===== src/hdl/sccalloc_pkg.sv =====
// ---------------------------------------------------------------------------
// sccalloc_pkg
// Shared types and constants for the size-class chunk allocator.
// ---------------------------------------------------------------------------
package sccalloc_pkg;

  localparam int unsigned SIZE_W    = 16;
  localparam int unsigned ADDR_W    = 18;
  localparam int unsigned LIMIT_W   = 7;
  localparam int unsigned CLS_OUT_W = 3;
  localparam int unsigned TAG_W     = 4;
  localparam int unsigned LEFT_W    = 9;
  localparam int unsigned PAGE_GRAN = 256;
  localparam logic [TAG_W-1:0] TAG_INVALID = 4'hF;
  localparam logic [3:0]       HEADER_LOW  = 4'b1000;

  typedef enum logic [0:0] {
    CMD_ALLOC = 1'b0,
    CMD_FREE  = 1'b1
  } cmd_e;

  typedef enum logic [2:0] {
    ST_ALLOCATED    = 3'd0,
    ST_FREED        = 3'd1,
    ST_ZERO_SIZE    = 3'd2,
    ST_TOO_LARGE    = 3'd3,
    ST_OUT_OF_PAGES = 3'd4,
    ST_FREE_IGNORED = 3'd5
  } status_e;

  typedef enum logic [1:0] {
    FSM_CLEAR,
    FSM_IDLE,
    FSM_EXEC
  } fsm_e;

  typedef struct packed {
    logic capture;
    logic execute;
    logic clear;
  } dp_cmd_t;

  typedef struct packed {
    logic clear_done;
  } dp_stat_t;

endpackage


===== src/hdl/sccalloc_ctrl.sv =====
// ---------------------------------------------------------------------------
// sccalloc_ctrl
// Sequencer: tag clearing pass, request capture, execute, result handoff.
// ---------------------------------------------------------------------------
module sccalloc_ctrl
  import sccalloc_pkg::*;
(
  input  logic     clk_i,
  input  logic     rst_ni,
  input  logic     in_valid_i,
  output logic     in_ready_o,
  output logic     out_valid_o,
  input  logic     out_ready_i,
  output dp_cmd_t  dp_cmd_o,
  input  dp_stat_t dp_stat_i
);

  fsm_e state_q, state_d;
  logic out_valid_q, out_valid_d;

  always_ff @(posedge clk_i or negedge rst_ni) begin
    if (!rst_ni) begin
      state_q     <= FSM_CLEAR;
      out_valid_q <= 1'b0;
    end else begin
      state_q     <= state_d;
      out_valid_q <= out_valid_d;
    end
  end

  always_comb begin
    state_d          = state_q;
    dp_cmd_o         = '0;
    in_ready_o       = 1'b0;
    out_valid_d      = out_valid_q && !out_ready_i;
    case (state_q)
      FSM_CLEAR: begin
        dp_cmd_o.clear = 1'b1;
        if (dp_stat_i.clear_done) state_d = FSM_IDLE;
      end
      FSM_IDLE: begin
        in_ready_o = 1'b1;
        if (in_valid_i) begin
          dp_cmd_o.capture = 1'b1;
          state_d          = FSM_EXEC;
        end
      end
      FSM_EXEC: begin
        // hold until the result slot is free or draining
        if (!out_valid_q || out_ready_i) begin
          dp_cmd_o.execute = 1'b1;
          out_valid_d      = 1'b1;
          state_d          = FSM_IDLE;
        end
      end
      default: state_d = FSM_IDLE;
    endcase
  end

  assign out_valid_o = out_valid_q;

endmodule


===== config.mk =====
export PLATFORM = sky130hd
export DESIGN_NAME = sccalloc_ctrl
export DESIGN_NICKNAME = d
export VERILOG_FILES = /design/src/hdl/sccalloc_pkg.sv /design/src/hdl/sccalloc_ctrl.sv
export SDC_FILE = /design/constraint.sdc
export NUM_CORES = 1
export LEC_CHECK = 0
export BUFFER_PORTS_ARGS = -buffer_cell sky130_fd_sc_hd__buf_2
export CAP_MARGIN = 20
export CORE_AREA = 2 2 39 41
export CTS_CLUSTER_SIZE = 40
export DETAILED_ROUTE_END_ITERATION = 7
export DIE_AREA = 0 0 41 43
export PLACE_DENSITY = 0.33
export SLEW_MARGIN = 30
export SYNTH_ARGS = -nofsm -noshare
export SYNTH_HDL_FRONTEND = slang
export SYNTH_SLANG_ARGS = --single-unit

===== constraint.sdc =====
create_clock -name clk_i -period 1.1 [get_ports clk_i]
set_input_delay 0.055 -clock clk_i [delete_from_list [all_inputs] [get_ports clk_i]]
set_output_delay 0.055 -clock clk_i [all_outputs]
set_load 0.05 [all_outputs]

==> After elaboration in Yosys (flattened, before gate mapping) <==
Index checks and enable logic that the tools add are counted.
W data, S select, Z words.
{ "word_totals": {"ff_bits": 3, "input_bits": 5, "word_cells": 25} }
{ "op_classes": {"n_eq_ne": 5, "muxes": 12, "n_reduce_logical": 6} }
{ "ops": {"columns": ["op", "n"], "rows": [
  ["$mux W1", 8],
  ["$mux W2", 3],
  ["$ne A2 B2 Y1 const B", 3],
  ["$pmux W2 S3", 1],
  ["$reduce_and A3 Y1", 1],
  ["$eq A2 B1 Y1 const B", 1],
  ["$eq A2 B2 Y1 const B", 1],
  ["$logic_not A1 Y1", 2],
  ["$logic_not A2 Y1", 1],
  ["$logic_and A1 B1 Y1", 1],
  ["$logic_or A1 B1 Y1", 1]
]} }

==> Logic depth before layout (Yosys ltp) <==
{ "logic_depth": {"ltp_word": 4, "depth_mapped": 2} }

==> Worst setup path after synthesis <==
OpenSTA, ideal clock, no wires.
{ "synth_path": {"path_kind": "register to output", "startpoint": "register state_q[0]", "endpoint": "output dp_cmd_o[1] (netlist bit)", "arrival_ns": 1.457, "path_slack_ns": -0.412, "path_stages_with_launch": 3, "path_cell_list": "dfrtp_1 > or2b_2 > a21oi_1"} }
{ "synth_lines": {"columns": ["item", "line_no", "text"], "rows": [
  ["start, declared", "sccalloc_ctrl.sv:18", "fsm_e state_q, state_d;"],
  ["start signal, assigned", "sccalloc_ctrl.sv:26", "state_q <= state_d;"],
  ["end, declared", "sccalloc_ctrl.sv:14", "output dp_cmd_t dp_cmd_o,"]
]} }

==> results.cfg <==
[run_status]
status = finished with violations
violations = negative setup slack

[place]
pre_cts_ws_ps = 21.3
port_buffers = 9
globalplace.congestion = 0.592
dp.cells = 42
dpl_cell_area_sq_um = 238

[timing]
final_hold_viol_count = 0
fmax_mhz = 830
relSlewSlack = 0.836
worst_pin_slew_ps = 248
rsz0062_at_grt = true
fin_skew_ps = 1.13
fin_crit_ps = 1210
finalWorstSetupSlack_ps = -105
setup_viol = 3
fin_crit_sh = 1.10
maxSlewViolCount = 0

[worst_setup_path]
crit_end = dp_cmd_o[1]
critPathLaunchType = flop
worstSetupPathType = flop to primary output
cp.arrival_ps = 1150
crit_path_end_kind = primary output
cp_cell_sequence = or2b_4 > a21oi_2 > buf_6
rr_worst_depth = 3
critPathSlowestCell = dfrtp_1
rrSetupSlack_ps = 20
max_stage_delay_ps = 380
crit_start = state_q[0]$_DFFE_PN0P_
rr_startpoint = state_q[1]$_DFFE_PN0P_
cp_max_fo = 2
reg2reg_to = state_q[1]$_DFFE_PN0P_
critPathRequiredTime_ps = 1040

[global_route]
grt_pass1_wl_microns = 655
grt_max_degree = 6
first_global_vias = 169
grtUsageTotal = 0.0633
gr-total-overflow = 0
grt_antenna_before_repair = 0

[die]
core_area_sq_um = 1380
die_y_microns = 43
start_util = 0.109
ios = 10
rows = 14
die_area_sq_um = 1760
die-width_microns = 41

[cts]
cts.sinks = 3
clkTransAtPathRegs_ps = 30
htreeDepth = 1
cts_tree = built
ctsLongestPathBuffers = 2
cts_root_buf = clkbuf_4
clk_latency_ps = 230
cts_made_buffers = 3

[routing]
vias = 162
drc = 0
wl_per_cell_microns = 8.17
firstDrtPassIters = 2
wl_microns = 384
drt_iter0_drc = 1
ant_nets = 0
via_per_inst = 3.45

[synthesis]
synth-seq-cells = 3
ys_warn_count = 0
synth.distinct_cells = 11
ys_seq_area_frac = 0.496
syn_area_per_cell_sq_um = 10.1
syn_area_sq_um = 151
syn_inst = 15
syn_nets = 20

[cells_and_area]
fill_cells = 154
antenna_cells = 0
multi_input_area_sq_um = 76.3
register_area_sq_um = 76.3
stdcell_count = 47
design_area_sq_um = 313
layout_common_cells = buf_2 (5), buf_6 (5), clkbuf_4 (3)
drive_gt1_frac = 0.645
nets = 37
area_growth_pct = 107

[hold_path]
hold_path_class = input port to flop

[power]
power_density_nw_per_um2 = 3400
power_leakage_nw = 0.150
vdd_drop_max_v = 0.00131

[run]
max_cap_violations = 0
-- critical path: cells and delay by family (launching register included) --
kind / cells / cell delay, ps
flip-flops: 1 / 380
AND/OR/NAND/NOR: 1 / 260
buffers and inverters: 1 / 170
AO/OA/AOI/OAI: 1 / 110
-- power by group --
part | internal (W) | leakage [nW] | total, W | switching (W)
combinational | 0.000275 | 0.0996 | 0.000676 | 0.000401
sequential | 0.000161 | 0.0356 | 0.000200 | 0.0000395
clock | 0.000135 | 0.0150 | 0.000186 | 0.0000508
total | 0.000571 | 0.150 | 0.00106 | 0.000492
-- cell type report --
| cell class | count | area share |
|---|---|---|
| flip-flops and latches | 3 | 0.244 |
| inverters | 2 | 0.0240 |
| clock buffers | 4 | 0.0840 |
| multi-input cells | 10 | 0.244 |
| well taps | 16 | 0.0640 |
| repair buffers | 12 | 0.340 |
-- cells in the mapped netlist --
cell,count,share of area
and2b_2,1,0.058
and4bb_2,1,0.083
o21ai_0,1,0.033
or2_1,1,0.041
nor3_1,2,0.066
dfrtp_1,3,0.50
nor2_1,1,0.025
a21oi_1,1,0.033
or2b_2,1,0.058
inv_1,2,0.050
and3b_1,1,0.058
-- stage by stage --
stage,hold WS (ps),TNS [ps],power (W),util
CTS,50.4,-280,0.00106,0.223
global route,66.6,-434,0.00113,0.226
global placement,-147,0,0.000730,0.172
detailed placement,-143,0,0.000741,0.172
finish,49.7,-252,0.00106,0.226
floorplan,-241,-120,0.000590,-
-- logic make-up after synthesis --
kind of cell           Yosys count  synth area share
buffers and inverters            2            0.0496
AO/OA/AOI/OAI                    2            0.0661
flip-flops                       3             0.496
AND/OR/NAND/NOR                  8             0.388
-- metal layers --
layer,vias up,track usage,routed length (microns)
met4,0,0.0200,0
met2,12,0.0750,132
met5,-,0,0
met1,67,0.0645,173
li1,83,-,-
met3,0,0.0838,79
-- sequential cells by signal, summed over array words and instances, names as in the netlist --
name         flops
out_valid_o      1
state_q          2
-- how the worst min path moves through the flow --
stage	from	end	slack [ps]	cells past startpoint
after floorplan	rst_ni	out_valid_o$_DFF_PN0_	-240	0
after global placement	rst_ni	state_q[1]$_DFFE_PN0P_	-150	1
after detailed placement	rst_ni	state_q[0]$_DFFE_PN0P_	-140	1
after CTS	out_ready_i	out_valid_o$_DFF_PN0_	50	2
after global routing	out_ready_i	out_valid_o$_DFF_PN0_	70	2
final	out_ready_i	out_valid_o$_DFF_PN0_	50	2
-- timing repair --
action	in CTS	in global routing
setup buffers	0	0
setup endpoints to repair	4	5
pin swaps	1	2
hold endpoints to repair	3	0
gates resized for setup	11	1
hold buffers	1	0
No activity file was read; power rests on OpenSTA's default activity.
